File: src/assert_macros.svh
// ---------------------------------------------------------------------------
// Assertion macros
// Concurrent assertion wrappers; empty bodies when SYNTHESIS is defined.
// ---------------------------------------------------------------------------
`ifndef ASSERT_MACROS_SVH
`define ASSERT_MACROS_SVH
`ifndef SYNTHESIS
// Checked while out of reset.
`define MBT_ASSERT(lbl, clk, rstn, prop, msg) \
  lbl: assert property (@(posedge clk) disable iff (!rstn) prop) else $error(msg);
// Checked at every edge, reset included.
`define MBT_ASSERT_RST(lbl, clk, prop, msg) \
  lbl: assert property (@(posedge clk) prop) else $error(msg);
`else
`define MBT_ASSERT(lbl, clk, rstn, prop, msg)
`define MBT_ASSERT_RST(lbl, clk, prop, msg)
`endif
`endif

File: src/mbt_pkg.sv
// ---------------------------------------------------------------------------
// mbt_pkg
// Shared types, constants and arithmetic helpers for the MLP trainer.
// ---------------------------------------------------------------------------
package mbt_pkg;

  localparam int MAX_FEATURES = 8;
  localparam int MAX_HIDDEN   = 4;

  // Weight RAM map: w_in_hidden, bias_hidden, bias_out, w_hidden_out
  localparam int BH_BASE   = MAX_FEATURES * MAX_HIDDEN;
  localparam int BO_ADDR   = BH_BASE + MAX_HIDDEN;
  localparam int WHO_BASE  = BO_ADDR + 1;
  localparam int RAM_DEPTH = WHO_BASE + MAX_HIDDEN;
  localparam int ADDR_W    = $clog2(RAM_DEPTH);

  localparam int FI_W  = $clog2(MAX_FEATURES);
  localparam int HI_W  = $clog2(MAX_HIDDEN);
  localparam int E_MAX = (MAX_FEATURES > MAX_HIDDEN) ? MAX_FEATURES : MAX_HIDDEN;
  localparam int E_W   = $clog2(E_MAX + 1);

  localparam int A_W    = 39;
  localparam int B_W    = 18;
  localparam int PROD_W = A_W + B_W;
  localparam int ACC_W  = 40;
  localparam int Z_W    = 28;

  localparam logic [15:0] SEED_DEFAULT = 16'd44257;
  localparam logic [15:0] LFSR_TAPS    = 16'hB400;
  localparam logic [15:0] LR_RESET     = 16'd6554;

  typedef logic signed [15:0] q12_t;

  typedef enum logic [1:0] {
    CFG_LEARN_RATE  = 2'd0,
    CFG_INPUTS_USED = 2'd1,
    CFG_HIDDEN_USED = 2'd2,
    CFG_INIT_SEED   = 2'd3
  } cfg_idx_e;

  typedef struct packed {
    logic        action;
    q12_t        feat_0;
    q12_t        feat_1;
    q12_t        feat_2;
    q12_t        feat_3;
    q12_t        feat_4;
    q12_t        feat_5;
    q12_t        feat_6;
    q12_t        feat_7;
    logic [15:0] goal;
  } in_item_t;

  typedef struct packed {
    logic [15:0] prediction;
    logic [15:0] sq_error;
    logic        error_valid;
  } out_item_t;

  typedef struct packed {
    logic              we;
    logic [ADDR_W-1:0] addr;
    logic [15:0]       data;
  } ram_wr_t;

  typedef enum logic [4:0] {
    S_FILL,
    S_IDLE,
    S_FH_RD, S_FH_MUL, S_FH_ACC, S_FH_SIG,
    S_FO_RD, S_FO_MUL, S_FO_ACC, S_FO_SIG,
    S_ERR, S_SQ, S_SQ2,
    S_DH_RD, S_DH_M1, S_DH_M2, S_DH_M3, S_DH_M4,
    S_UT, S_UT2, S_U_RD, S_U_MUL, S_U_WR,
    S_DONE
  } mbt_state_e;

  function automatic logic [15:0] lfsr_step(input logic [15:0] s);
    return (s >> 1) ^ (s[0] ? LFSR_TAPS : 16'd0);
  endfunction

  // Piecewise-linear sigmoid, Q.12 in, Q0.16 out
  function automatic logic [15:0] sigmoid_q16(input logic signed [Z_W-1:0] z);
    logic [Z_W-1:0] a;
    logic [17:0]    y;
    a = z[Z_W-1] ? (~z + Z_W'(1)) : z;
    if (a >= Z_W'(20480))     y = 18'd65536;
    else if (a >= Z_W'(9728)) y = 18'(a >> 1) + 18'd55296;
    else if (a >= Z_W'(4096)) y = 18'(a << 1) + 18'd40960;
    else                      y = 18'(a << 2) + 18'd32768;
    if (z[Z_W-1]) y = 18'd65536 - y;
    return (y > 18'd65535) ? 16'hFFFF : y[15:0];
  endfunction

  function automatic q12_t sat16(input logic signed [25:0] v);
    if (v > 26'sd32767)  return 16'sh7FFF;
    if (v < -26'sd32768) return 16'sh8000;
    return v[15:0];
  endfunction

endpackage

File: src/mbt_ram.sv
// ---------------------------------------------------------------------------
// mbt_ram
// Generic single-write, single-read RAM with registered read data.
// ---------------------------------------------------------------------------
module mbt_ram #(
  parameter int WIDTH = 16,
  parameter int DEPTH = 41
) (
  input  logic                     clk_i,
  input  logic                     we_i,
  input  logic [$clog2(DEPTH)-1:0] waddr_i,
  input  logic [WIDTH-1:0]         wdata_i,
  input  logic [$clog2(DEPTH)-1:0] raddr_i,
  output logic [WIDTH-1:0]         rdata_o
);

  logic [WIDTH-1:0] mem_q [DEPTH];
  logic [WIDTH-1:0] rdata_q;

  always_ff @(posedge clk_i) begin
    if (we_i) begin
      mem_q[waddr_i] <= wdata_i;
    end
    rdata_q <= mem_q[raddr_i];
  end

  assign rdata_o = rdata_q;

endmodule

File: src/mbt_mul.sv
// ---------------------------------------------------------------------------
// mbt_mul
// Shared signed multiplier with registered product.
// ---------------------------------------------------------------------------
module mbt_mul (
  input  logic                              clk_i,
  input  logic signed [mbt_pkg::A_W-1:0]    a_i,
  input  logic signed [mbt_pkg::B_W-1:0]    b_i,
  output logic signed [mbt_pkg::PROD_W-1:0] p_o
);

  logic signed [mbt_pkg::PROD_W-1:0] p_q;

  always_ff @(posedge clk_i) begin
    p_q <= mbt_pkg::PROD_W'(a_i) * mbt_pkg::PROD_W'(b_i);
  end

  assign p_o = p_q;

endmodule

File: src/mbt_fill.sv
// ---------------------------------------------------------------------------
// mbt_fill
// Weight initialisation sweep: LFSR weights, then cleared biases.
// ---------------------------------------------------------------------------
module mbt_fill (
  input  logic                 clk_i,
  input  logic                 rst_ni,
  input  logic                 start_i,
  input  logic [15:0]          seed_i,
  output logic                 busy_o,
  output mbt_pkg::ram_wr_t     wr_o
);

  logic                        busy_q;
  logic                        bias_q;
  logic [mbt_pkg::E_W-1:0]     i_q;
  logic [mbt_pkg::HI_W-1:0]    j_q;
  logic [15:0]                 lfsr_q;
  logic [15:0]                 lfsr_d;

  assign lfsr_d = mbt_pkg::lfsr_step(lfsr_q);

  always_comb begin
    wr_o.we = busy_q;
    if (bias_q) begin
      wr_o.addr = mbt_pkg::ADDR_W'(mbt_pkg::BH_BASE) + mbt_pkg::ADDR_W'(i_q);
      wr_o.data = 16'd0;
    end else begin
      if (i_q == mbt_pkg::E_W'(mbt_pkg::MAX_FEATURES)) begin
        wr_o.addr = mbt_pkg::ADDR_W'(mbt_pkg::WHO_BASE) + mbt_pkg::ADDR_W'(j_q);
      end else begin
        wr_o.addr = mbt_pkg::ADDR_W'(i_q) * mbt_pkg::ADDR_W'(mbt_pkg::MAX_HIDDEN)
                    + mbt_pkg::ADDR_W'(j_q);
      end
      wr_o.data = {4'd0, lfsr_d[15:4]};
    end
  end

  always_ff @(posedge clk_i or negedge rst_ni) begin
    if (!rst_ni) begin
      busy_q <= 1'b1;
      bias_q <= 1'b0;
      i_q    <= '0;
      j_q    <= '0;
      lfsr_q <= mbt_pkg::SEED_DEFAULT;
    end else if (start_i) begin
      busy_q <= 1'b1;
      bias_q <= 1'b0;
      i_q    <= '0;
      j_q    <= '0;
      lfsr_q <= (seed_i == 16'd0) ? mbt_pkg::SEED_DEFAULT : seed_i;
    end else if (busy_q) begin
      if (!bias_q) begin
        lfsr_q <= lfsr_d;
        if (i_q == mbt_pkg::E_W'(mbt_pkg::MAX_FEATURES)) begin
          i_q <= '0;
          if (j_q == mbt_pkg::HI_W'(mbt_pkg::MAX_HIDDEN - 1)) begin
            bias_q <= 1'b1;
          end else begin
            j_q <= j_q + 1'b1;
          end
        end else begin
          i_q <= i_q + 1'b1;
        end
      end else begin
        if (i_q == mbt_pkg::E_W'(mbt_pkg::MAX_HIDDEN)) begin
          busy_q <= 1'b0;
        end else begin
          i_q <= i_q + 1'b1;
        end
      end
    end
  end

  assign busy_o = busy_q;

endmodule

File: src/mlp_backprop_trainer_core.sv
// ---------------------------------------------------------------------------
// mlp_backprop_trainer_core
// Two-layer perceptron, sigmoid units, online backpropagation on one RAM.
// ---------------------------------------------------------------------------
// Each weight access is a read / multiply / accumulate-or-write step on the
// single weight RAM and the shared multiplier.
// Reset, and every init_seed write, runs a fill of the weight RAM (LFSR
// weights, zero biases); no transfer is taken while a fill started from reset
// or from the idle state runs.
`include "assert_macros.svh"

module mlp_backprop_trainer_core (
  input  logic                clk_i,
  input  logic                rst_ni,
  input  logic                cfg_we_i,
  input  logic [1:0]          cfg_idx_i,
  input  logic [15:0]         cfg_data_i,
  input  logic                in_valid_i,
  output logic                in_ready_o,
  input  mbt_pkg::in_item_t   in_i,
  output logic                out_valid_o,
  input  logic                out_ready_i,
  output mbt_pkg::out_item_t  out_o
);

  // -------------------------------------------------------------------------
  // Configuration
  // -------------------------------------------------------------------------
  logic [15:0] lr_q;
  logic [3:0]  nf_cfg_q;
  logic [2:0]  nh_cfg_q;
  logic        seed_wr;

  assign seed_wr = cfg_we_i && (mbt_pkg::cfg_idx_e'(cfg_idx_i) == mbt_pkg::CFG_INIT_SEED);

  always_ff @(posedge clk_i or negedge rst_ni) begin
    if (!rst_ni) begin
      lr_q     <= mbt_pkg::LR_RESET;
      nf_cfg_q <= 4'(mbt_pkg::MAX_FEATURES);
      nh_cfg_q <= 3'(mbt_pkg::MAX_HIDDEN);
    end else if (cfg_we_i) begin
      unique case (mbt_pkg::cfg_idx_e'(cfg_idx_i))
        mbt_pkg::CFG_LEARN_RATE:  lr_q     <= cfg_data_i;
        mbt_pkg::CFG_INPUTS_USED: nf_cfg_q <= cfg_data_i[3:0];
        mbt_pkg::CFG_HIDDEN_USED: nh_cfg_q <= cfg_data_i[2:0];
        mbt_pkg::CFG_INIT_SEED:   ;  // handled by the fill unit
        default:                  ;
      endcase
    end
  end

  // Counts clamp to [1, max]
  logic [mbt_pkg::E_W-1:0] nf, nh;

  always_comb begin
    if (nf_cfg_q == 4'd0)                           nf = mbt_pkg::E_W'(1);
    else if (nf_cfg_q > 4'(mbt_pkg::MAX_FEATURES))  nf = mbt_pkg::E_W'(mbt_pkg::MAX_FEATURES);
    else                                            nf = mbt_pkg::E_W'(nf_cfg_q);
    if (nh_cfg_q == 3'd0)                           nh = mbt_pkg::E_W'(1);
    else if (nh_cfg_q > 3'(mbt_pkg::MAX_HIDDEN))    nh = mbt_pkg::E_W'(mbt_pkg::MAX_HIDDEN);
    else                                            nh = mbt_pkg::E_W'(nh_cfg_q);
  end

  // -------------------------------------------------------------------------
  // Fill unit, weight RAM, multiplier
  // -------------------------------------------------------------------------
  logic                          fill_busy;
  mbt_pkg::ram_wr_t              fill_wr;
  logic                          seq_we;
  logic [mbt_pkg::ADDR_W-1:0]    seq_waddr;
  logic [15:0]                   seq_wdata;
  logic [mbt_pkg::ADDR_W-1:0]    ram_raddr;
  logic [15:0]                   ram_rdata;
  logic signed [mbt_pkg::A_W-1:0]    mul_a;
  logic signed [mbt_pkg::B_W-1:0]    mul_b;
  logic signed [mbt_pkg::PROD_W-1:0] p_q;

  mbt_fill u_fill (
    .clk_i   (clk_i),
    .rst_ni  (rst_ni),
    .start_i (seed_wr),
    .seed_i  (cfg_data_i),
    .busy_o  (fill_busy),
    .wr_o    (fill_wr)
  );

  mbt_ram #(
    .WIDTH (16),
    .DEPTH (mbt_pkg::RAM_DEPTH)
  ) u_ram (
    .clk_i   (clk_i),
    .we_i    (fill_busy ? fill_wr.we   : seq_we),
    .waddr_i (fill_busy ? fill_wr.addr : seq_waddr),
    .wdata_i (fill_busy ? fill_wr.data : seq_wdata),
    .raddr_i (ram_raddr),
    .rdata_o (ram_rdata)
  );

  mbt_mul u_mul (
    .clk_i (clk_i),
    .a_i   (mul_a),
    .b_i   (mul_b),
    .p_o   (p_q)
  );

  // -------------------------------------------------------------------------
  // Sequencer state and working registers
  // -------------------------------------------------------------------------
  mbt_pkg::mbt_state_e state_q, state_d;

  logic [mbt_pkg::E_W-1:0]  e_q;     // element within a unit
  logic [mbt_pkg::HI_W-1:0] j_q;     // hidden unit
  logic                     upd_out_q;
  logic                     act_q;
  logic [15:0]              goal_q;
  mbt_pkg::q12_t            x_q  [mbt_pkg::MAX_FEATURES];
  logic [15:0]              h_q  [mbt_pkg::MAX_HIDDEN];
  logic signed [20:0]       dh_q [mbt_pkg::MAX_HIDDEN];
  logic signed [mbt_pkg::ACC_W-1:0] acc_q;
  logic [15:0]              pred_q;
  logic [15:0]              sq_q;
  logic signed [16:0]       d_q;
  logic signed [20:0]       s_q;
  logic signed [37:0]       t_q;
  mbt_pkg::q12_t            w_q;
  logic                     out_valid_q;
  mbt_pkg::out_item_t       out_q;

  logic bias_h, bias_o, last_j, out_free, accept;
  mbt_pkg::q12_t x_sel;
  logic [15:0]   h_e, h_j;

  assign bias_h   = (e_q == nf);
  assign bias_o   = (e_q == nh);
  assign last_j   = ((mbt_pkg::E_W'(j_q) + mbt_pkg::E_W'(1)) == nh);
  assign x_sel    = x_q[e_q[mbt_pkg::FI_W-1:0]];
  assign h_e      = h_q[e_q[mbt_pkg::HI_W-1:0]];
  assign h_j      = h_q[j_q];
  assign out_free = !out_valid_q || out_ready_i;
  assign accept   = in_valid_i && in_ready_o;

  // Addresses
  logic [mbt_pkg::ADDR_W-1:0] addr_wih, addr_bh, addr_bo, addr_who_e, addr_who_j, upd_addr;

  assign addr_wih   = mbt_pkg::ADDR_W'(e_q[mbt_pkg::FI_W-1:0])
                      * mbt_pkg::ADDR_W'(mbt_pkg::MAX_HIDDEN) + mbt_pkg::ADDR_W'(j_q);
  assign addr_bh    = mbt_pkg::ADDR_W'(mbt_pkg::BH_BASE) + mbt_pkg::ADDR_W'(j_q);
  assign addr_bo    = mbt_pkg::ADDR_W'(mbt_pkg::BO_ADDR);
  assign addr_who_e = mbt_pkg::ADDR_W'(mbt_pkg::WHO_BASE) + mbt_pkg::ADDR_W'(e_q);
  assign addr_who_j = mbt_pkg::ADDR_W'(mbt_pkg::WHO_BASE) + mbt_pkg::ADDR_W'(j_q);

  always_comb begin
    if (upd_out_q) upd_addr = bias_o ? addr_bo : addr_who_e;
    else           upd_addr = bias_h ? addr_bh : addr_wih;
  end

  // Rounding: add half an LSB, then arithmetic shift (ties toward +inf)
  logic signed [mbt_pkg::ACC_W-1:0]  acc_r12, acc_r16;
  logic signed [mbt_pkg::PROD_W-1:0] p_r12, p_r16, p_r31, p_r35;
  logic signed [25:0]                upd_sum;

  assign acc_r12 = acc_q + mbt_pkg::ACC_W'(64'sd2048);
  assign acc_r16 = acc_q + mbt_pkg::ACC_W'(64'sd32768);
  assign p_r12   = p_q + mbt_pkg::PROD_W'(64'sd2048);
  assign p_r16   = p_q + mbt_pkg::PROD_W'(64'sd32768);
  assign p_r31   = p_q + mbt_pkg::PROD_W'(64'sd2147483648);
  assign p_r35   = p_q + mbt_pkg::PROD_W'(64'sd34359738368);
  assign upd_sum = 26'(w_q) + (upd_out_q ? 26'($signed(p_r35[56:36]))
                                         : 26'($signed(p_r31[56:32])));

  // -------------------------------------------------------------------------
  // Next state
  // -------------------------------------------------------------------------
  always_comb begin
    state_d = state_q;
    unique case (state_q)
      mbt_pkg::S_FILL:   if (!fill_busy) state_d = mbt_pkg::S_IDLE;
      mbt_pkg::S_IDLE: begin
        if (seed_wr)     state_d = mbt_pkg::S_FILL;
        else if (accept) state_d = mbt_pkg::S_FH_RD;
      end
      mbt_pkg::S_FH_RD:  state_d = mbt_pkg::S_FH_MUL;
      mbt_pkg::S_FH_MUL: state_d = mbt_pkg::S_FH_ACC;
      mbt_pkg::S_FH_ACC: state_d = bias_h ? mbt_pkg::S_FH_SIG : mbt_pkg::S_FH_RD;
      mbt_pkg::S_FH_SIG: state_d = last_j ? mbt_pkg::S_FO_RD : mbt_pkg::S_FH_RD;
      mbt_pkg::S_FO_RD:  state_d = mbt_pkg::S_FO_MUL;
      mbt_pkg::S_FO_MUL: state_d = mbt_pkg::S_FO_ACC;
      mbt_pkg::S_FO_ACC: state_d = bias_o ? mbt_pkg::S_FO_SIG : mbt_pkg::S_FO_RD;
      mbt_pkg::S_FO_SIG: state_d = act_q ? mbt_pkg::S_ERR : mbt_pkg::S_DONE;
      mbt_pkg::S_ERR:    state_d = mbt_pkg::S_SQ;
      mbt_pkg::S_SQ:     state_d = mbt_pkg::S_SQ2;
      mbt_pkg::S_SQ2:    state_d = mbt_pkg::S_DH_RD;
      mbt_pkg::S_DH_RD:  state_d = mbt_pkg::S_DH_M1;
      mbt_pkg::S_DH_M1:  state_d = mbt_pkg::S_DH_M2;
      mbt_pkg::S_DH_M2:  state_d = mbt_pkg::S_DH_M3;
      mbt_pkg::S_DH_M3:  state_d = mbt_pkg::S_DH_M4;
      mbt_pkg::S_DH_M4:  state_d = last_j ? mbt_pkg::S_UT : mbt_pkg::S_DH_RD;
      mbt_pkg::S_UT:     state_d = mbt_pkg::S_UT2;
      mbt_pkg::S_UT2:    state_d = mbt_pkg::S_U_RD;
      mbt_pkg::S_U_RD:   state_d = mbt_pkg::S_U_MUL;
      mbt_pkg::S_U_MUL:  state_d = mbt_pkg::S_U_WR;
      mbt_pkg::S_U_WR: begin
        if (upd_out_q) state_d = bias_o ? mbt_pkg::S_DONE : mbt_pkg::S_U_RD;
        else           state_d = bias_h ? mbt_pkg::S_UT : mbt_pkg::S_U_RD;
      end
      mbt_pkg::S_DONE:   if (out_free) state_d = mbt_pkg::S_IDLE;
      default:           state_d = mbt_pkg::S_IDLE;
    endcase
  end

  // -------------------------------------------------------------------------
  // RAM and multiplier controls
  // -------------------------------------------------------------------------
  always_comb begin
    ram_raddr = '0;
    seq_we    = 1'b0;
    seq_waddr = upd_addr;
    seq_wdata = mbt_pkg::sat16(upd_sum);
    mul_a     = '0;
    mul_b     = '0;
    unique case (state_q)
      mbt_pkg::S_FH_RD:  ram_raddr = bias_h ? addr_bh : addr_wih;
      mbt_pkg::S_FH_MUL: begin
        mul_a = bias_h ? mbt_pkg::A_W'(64'sd4096) : mbt_pkg::A_W'(x_sel);
        mul_b = mbt_pkg::B_W'($signed(ram_rdata));
      end
      mbt_pkg::S_FO_RD:  ram_raddr = bias_o ? addr_bo : addr_who_e;
      mbt_pkg::S_FO_MUL: begin
        mul_a = bias_o ? mbt_pkg::A_W'(64'sd65536) : $signed({23'd0, h_e});
        mul_b = mbt_pkg::B_W'($signed(ram_rdata));
      end
      mbt_pkg::S_SQ: begin
        mul_a = mbt_pkg::A_W'(d_q);
        mul_b = mbt_pkg::B_W'(d_q);
      end
      mbt_pkg::S_DH_RD:  ram_raddr = addr_who_j;
      mbt_pkg::S_DH_M1: begin
        mul_a = mbt_pkg::A_W'(d_q);
        mul_b = mbt_pkg::B_W'($signed(ram_rdata));
      end
      mbt_pkg::S_DH_M2: begin
        mul_a = $signed({23'd0, h_j});
        mul_b = $signed(18'd65536 - {2'd0, h_j});
      end
      mbt_pkg::S_DH_M3: begin
        mul_a = mbt_pkg::A_W'(s_q);
        mul_b = $signed({2'd0, p_q[31:16]});
      end
      mbt_pkg::S_UT: begin
        mul_a = upd_out_q ? mbt_pkg::A_W'(d_q) : mbt_pkg::A_W'(dh_q[j_q]);
        mul_b = $signed({2'd0, lr_q});
      end
      mbt_pkg::S_U_RD:   ram_raddr = upd_addr;
      mbt_pkg::S_U_MUL: begin
        mul_a = mbt_pkg::A_W'(t_q);
        if (upd_out_q) mul_b = bias_o ? mbt_pkg::B_W'(64'sd65536) : $signed({2'd0, h_e});
        else           mul_b = bias_h ? mbt_pkg::B_W'(64'sd4096) : mbt_pkg::B_W'(x_sel);
      end
      mbt_pkg::S_U_WR:   seq_we = 1'b1;
      default:           ;
    endcase
  end

  // -------------------------------------------------------------------------
  // Control registers
  // -------------------------------------------------------------------------
  always_ff @(posedge clk_i or negedge rst_ni) begin
    if (!rst_ni) begin
      state_q     <= mbt_pkg::S_FILL;
      e_q         <= '0;
      j_q         <= '0;
      upd_out_q   <= 1'b0;
      out_valid_q <= 1'b0;
    end else begin
      state_q <= state_d;
      if (out_valid_q && out_ready_i) out_valid_q <= 1'b0;
      unique case (state_q)
        mbt_pkg::S_IDLE: begin
          if (accept) begin
            e_q       <= '0;
            j_q       <= '0;
            upd_out_q <= 1'b0;
          end
        end
        mbt_pkg::S_FH_ACC, mbt_pkg::S_FO_ACC: begin
          if (state_d == mbt_pkg::S_FH_RD || state_d == mbt_pkg::S_FO_RD) e_q <= e_q + 1'b1;
        end
        mbt_pkg::S_FH_SIG: begin
          e_q <= '0;
          j_q <= last_j ? '0 : j_q + 1'b1;
        end
        mbt_pkg::S_FO_SIG: begin
          e_q <= '0;
          j_q <= '0;
        end
        mbt_pkg::S_DH_M4:  j_q <= last_j ? '0 : j_q + 1'b1;
        mbt_pkg::S_UT2:    e_q <= '0;
        mbt_pkg::S_U_WR: begin
          if (upd_out_q ? bias_o : bias_h) begin
            e_q <= '0;
            if (!upd_out_q) begin
              if (last_j) begin
                upd_out_q <= 1'b1;
                j_q       <= '0;
              end else begin
                j_q <= j_q + 1'b1;
              end
            end
          end else begin
            e_q <= e_q + 1'b1;
          end
        end
        mbt_pkg::S_DONE:   if (out_free) out_valid_q <= 1'b1;
        default:           ;
      endcase
    end
  end

  // -------------------------------------------------------------------------
  // Datapath registers
  // -------------------------------------------------------------------------
  always_ff @(posedge clk_i) begin
    unique case (state_q)
      mbt_pkg::S_IDLE: begin
        if (accept) begin
          act_q  <= in_i.action;
          goal_q <= in_i.goal;
          x_q[0] <= in_i.feat_0;
          x_q[1] <= in_i.feat_1;
          x_q[2] <= in_i.feat_2;
          x_q[3] <= in_i.feat_3;
          x_q[4] <= in_i.feat_4;
          x_q[5] <= in_i.feat_5;
          x_q[6] <= in_i.feat_6;
          x_q[7] <= in_i.feat_7;
        end
      end
      mbt_pkg::S_FH_ACC, mbt_pkg::S_FO_ACC: begin
        acc_q <= ((e_q == '0) ? '0 : acc_q) + p_q[mbt_pkg::ACC_W-1:0];
      end
      mbt_pkg::S_FH_SIG: h_q[j_q] <= mbt_pkg::sigmoid_q16($signed(acc_r12[39:12]));
      mbt_pkg::S_FO_SIG: pred_q <= mbt_pkg::sigmoid_q16(28'($signed(acc_r16[39:16])));
      mbt_pkg::S_ERR:    d_q <= $signed({1'b0, goal_q}) - $signed({1'b0, pred_q});
      mbt_pkg::S_SQ2:    sq_q <= p_q[32:17];
      mbt_pkg::S_DH_M2:  s_q <= p_r12[32:12];
      mbt_pkg::S_DH_M4:  dh_q[j_q] <= p_r16[36:16];
      mbt_pkg::S_UT2:    t_q <= p_q[37:0];
      mbt_pkg::S_U_MUL:  w_q <= ram_rdata;
      mbt_pkg::S_DONE: begin
        if (out_free) begin
          out_q.prediction  <= pred_q;
          out_q.sq_error    <= act_q ? sq_q : 16'd0;
          out_q.error_valid <= act_q;
        end
      end
      default: ;
    endcase
  end

  assign in_ready_o  = (state_q == mbt_pkg::S_IDLE) && !seed_wr;
  assign out_valid_o = out_valid_q;
  assign out_o       = out_q;

  // -------------------------------------------------------------------------
  // Assertions
  // -------------------------------------------------------------------------
  `MBT_ASSERT_RST(a_rst_no_ready, clk_i, !rst_ni |=> !in_ready_o, "ready during reset")
  `MBT_ASSERT(a_fill_no_ready, clk_i, rst_ni, fill_busy |-> !in_ready_o, "ready during fill")
  `MBT_ASSERT(a_accept_starts, clk_i, rst_ni, accept |=> (state_q == mbt_pkg::S_FH_RD), "no start")
  `MBT_ASSERT(a_wr_no_fill, clk_i, rst_ni, seq_we |-> !fill_busy, "update during fill")
  `MBT_ASSERT(a_infer_no_err, clk_i, rst_ni, (out_valid_o && !out_o.error_valid) |-> (out_o.sq_error == 16'd0), "error on inference")

endmodule
File: config.mk
export PLATFORM = sky130hd
export DESIGN_NAME = mlp_backprop_trainer_core
export DESIGN_NICKNAME = d
export VERILOG_FILES = /design/src/mbt_pkg.sv /design/src/mbt_ram.sv /design/src/mbt_mul.sv /design/src/mbt_fill.sv /design/src/mlp_backprop_trainer_core.sv
export VERILOG_INCLUDE_DIRS = /design/src /design/src/src
export SDC_FILE = /design/constraint.sdc
export NUM_CORES = 2
export LEC_CHECK = 0
export ABC_AREA = 0
export BUFFER_PORTS_ARGS = -buffer_cell sky130_fd_sc_hd__buf_2
export CAP_MARGIN = 20
export CORE_AREA = 4 4 369 371
export DETAILED_ROUTE_END_ITERATION = 8
export DIE_AREA = 0 0 373 375
export GPL_TIMING_DRIVEN = 0
export HOLD_SLACK_MARGIN = 0.05
export PLACE_DENSITY = 0.81
export SLEW_MARGIN = 20
export SYNTH_ARGS = -nofsm -noshare
export SYNTH_HDL_FRONTEND = slang
export SYNTH_SLANG_ARGS = --single-unit
File: constraint.sdc
create_clock -name clk_i -period 20.4 [get_ports clk_i]
set_clock_uncertainty 0.1 [all_clocks]
set_input_delay 4.08 -clock clk_i [delete_from_list [all_inputs] [get_ports clk_i]]
set_output_delay 4.08 -clock clk_i [all_outputs]
set_load 0.02 [all_outputs]
==> reports/metrics.cfg <==
[die]
io_pins = 203
coreArea_um2 = 133000
die-area_um2 = 140000
start_util_pct = 63.6
fp.dieH_um = 375
die-width_um = 373
rows = 134

[sta]
fmax_ghz = 0.0677
setup_ws_ns = 5.62
grt_setup_unrepaired = no
setup_violations = 0
finalHoldViolCount = 0
holdWs_ns = 0.381
period_share_pct = 72.4
finalMaxSlewViolations = 0
fin_crit_ns = 14.78
max-slew-margin-rel_pct = 20.0
setup-tns-final_ns = 0
worstMarginPinSlew_ns = 1.20

[power_and_ir_drop]
p_per_area_nw_per_um2 = 173
leakagePower_nw = 36.6
irDropWorstVdd_mv = 0.117

[route]
drcViolationCount = 1
num_vias = 65200
top_layer = met5
viasPerCell = 6.49
wl_met3_um = 35300
antenna_left = 0
wl_per_cell_um = 27.2
drt_iter0_drc = 8865
wl_met2_um = 123000
drt-total-wl_um = 273000
drt-met1-wl_um = 92200
drt-pass1-iter-count = 9

[setup_path]
r2r_slack_ns = 5.62
timing.rr.start = j_q[0]
crit_top_cell = fa_1
worstPathArrival_ns = 15.31
crit_path_max_incr_delay_ns = 0.84
r2r_cells = 35
r2r_end = u_mul.p_o[56]
cp_slowest_cell = buf_1
critPathMaxFanout = 10
worstSetupPathType = reg2reg
critPathCaptureType = flip-flop
startpoint_type = flip-flop
required_ns = 20.93

[final_layout]
utilization_pct = 70.0
nets = 9220
drive_gt1_share_pct = 9.94
num-fill-cells = 9280
final_cell_mix = 1146 x edfxtp_1, 1041 x nand2_1, 884 x inv_1, 657 x fa_1, 548 x nor2_1
syn_to_final_growth_pct = 10.1
fin_cells = 10000
layout_commonest_cell = edfxtp_1

[cts]
clkTransAtPathRegs_ns = 0.07
clk_path_buf_depth = 3
holdBufCountCts = 0
post_cts_buffers = 0
htreeDepth = 3
cts-root-buf = clkbuf_16
cts_resized = 0
numCtsBuffers = 121
clock_latency_ns = 0.77
cts.sinks = 1279
cts_tree = yes

[run_status]
violations = design-rule violations
run_status = finished, violations left

[worst_hold_path]
min_from = pred_q[7]
holdPathEnd = out_o[24]
hold_path.class = reg2reg
hold_depth = 0

[placed_design]
post-place-ws_ns = 6.35
port-buffer-count = 202
gp_congestion = 1.06
hpwl_um = 207000
dp.cells = 9789

[synthesis]
async_flop_share_pct = 4.69
synthFlopType = edfxtp_1
synth_edf_count = 1146
ys_ff_latch = 1279
syn_area_um2 = 84600
syn_inst = 7754
synth.distinct_cells = 109
yosysWarnings = 0
synth_seq_area_share_pct = 44.2
syn_area_per_cell_um2 = 10.9
syn_nets = 8827

[grt]
gr-total-overflow = 0
grt_pass1_wl_um = 404000
antenna_found_initial = 37
first_global_vias = 65400
track_usage_pct = 38.7
grt_max_degree = 53

[flow_run]
max_cap_viol_count = 0

-- cell usage after synthesis (42+ instances only) --
library cell     n  area (µm²)
mux2_2          48         541
a311oi_1        77         674
clkbuf_1       333        1250
a31oi_1        111         694
nor3_1          84         420
edfxtp_1      1146       34400
dfrtp_1         42        1050
o21ai_0        192         961
nand4_1         52         325
and3_1          49         307
a21oi_1        290        1450
ha_1           248        3100
xor2_1         111         972
fa_1           657       13200
inv_1          884        3320
a21o_1          69         518
and2_1         187        1170
nor2_1         590        2210
dfxtp_1         73        1460
a211oi_1       187        1400
nand3_1        158         791
xnor2_1        203        1780
nand2b_1        76         475
mux4_2          97        2180
nor2b_1         95         594
nand2_1       1042        3910
-- logic make-up after synthesis --
logic type                 share of synthesized area [%]
adders and majority gates                           19.2
AOI/OAI and AO/OA                                   10.1
DFF                                                 44.2
and+or+nand+nor                                     13.6
muxes                                               3.63
xor gates and xnor gates                            3.29
buffers and inverters                               5.91
-- registers in the layout, indices dropped and copies added (netlist names), 17 cells and up --
name,flops
h_q,64
u_ram.mem_q,656
u_mul.p_o,57
x_q,128
d_q,17
s_q,21
out_o,33
acc_q,40
dh_q,84
t_q,38
-- area by class of cell --
class	instances	area, µm²	area share, %
multi-input cells	5169	42500	45.6
flip-flops and latches	1279	37400	40.2
inverters	886	3330	3.57
clock buffers	149	3160	3.40
well taps	1768	2210	2.38
repair buffers	270	1800	1.93
plain buffers	420	1680	1.80
clock inverters	77	1000	1.07
diodes	28	70.1	0.0752
-- how the worst max path moves through the flow --
| stage | from | endpoint | slack [ns] | cells after the start |
|---|---|---|---|---|
| 6_report | j_q[0] | u_mul.p_o[56] | 5.62 | 35 |
| 3_3_place_gp | cfg_we_i | e_q[3] | -6.37 | 10 |
| 3_5_place_dp | e_q[0] | u_mul.p_o[56] | 6.35 | 37 |
| 2_1_floorplan | cfg_we_i | e_q[3] | 0.35 | 9 |
| 5_1_grt | j_q[0] | u_mul.p_o[56] | 5.11 | 37 |
| 4_1_cts | e_q[0] | u_mul.p_o[56] | 6.19 | 37 |
-- where the power goes --
group | internal, mW | switching, mW
logic | 3.17 | 6.60
registers | 3.60 | 0.344
clock network | 1.34 | 1.02
total | 8.11 | 7.96
-- worst max-delay path, delay by kind of cell, from the launching register on --
kind            cells  cell delay (ns)
fa+ha+maj           7             3.51
compound gates     13             4.99
simple gates        4             0.50
flops               1             0.40
buf+inv             9             4.40
xor+xnor            1             0.11
mux                 1             0.60
-- through the flow --
stage	area [µm²]	total power, mW
2_1_floorplan	84600	9.93
3_3_place_gp	87800	13.0
3_5_place_dp	88800	13.3
4_1_cts	93000	15.8
5_1_grt	93100	17.0
6_report	93100	16.1
-- metal layers --
metal | vias up | global-route usage, %
met5 | - | 0
met4 | 16 | 26.5
met3 | 1131 | 10.6
met2 | 4735 | 59.6
met1 | 31700 | 47.9
li1 | 27600 | -
(Power assumes the default switching activity.)
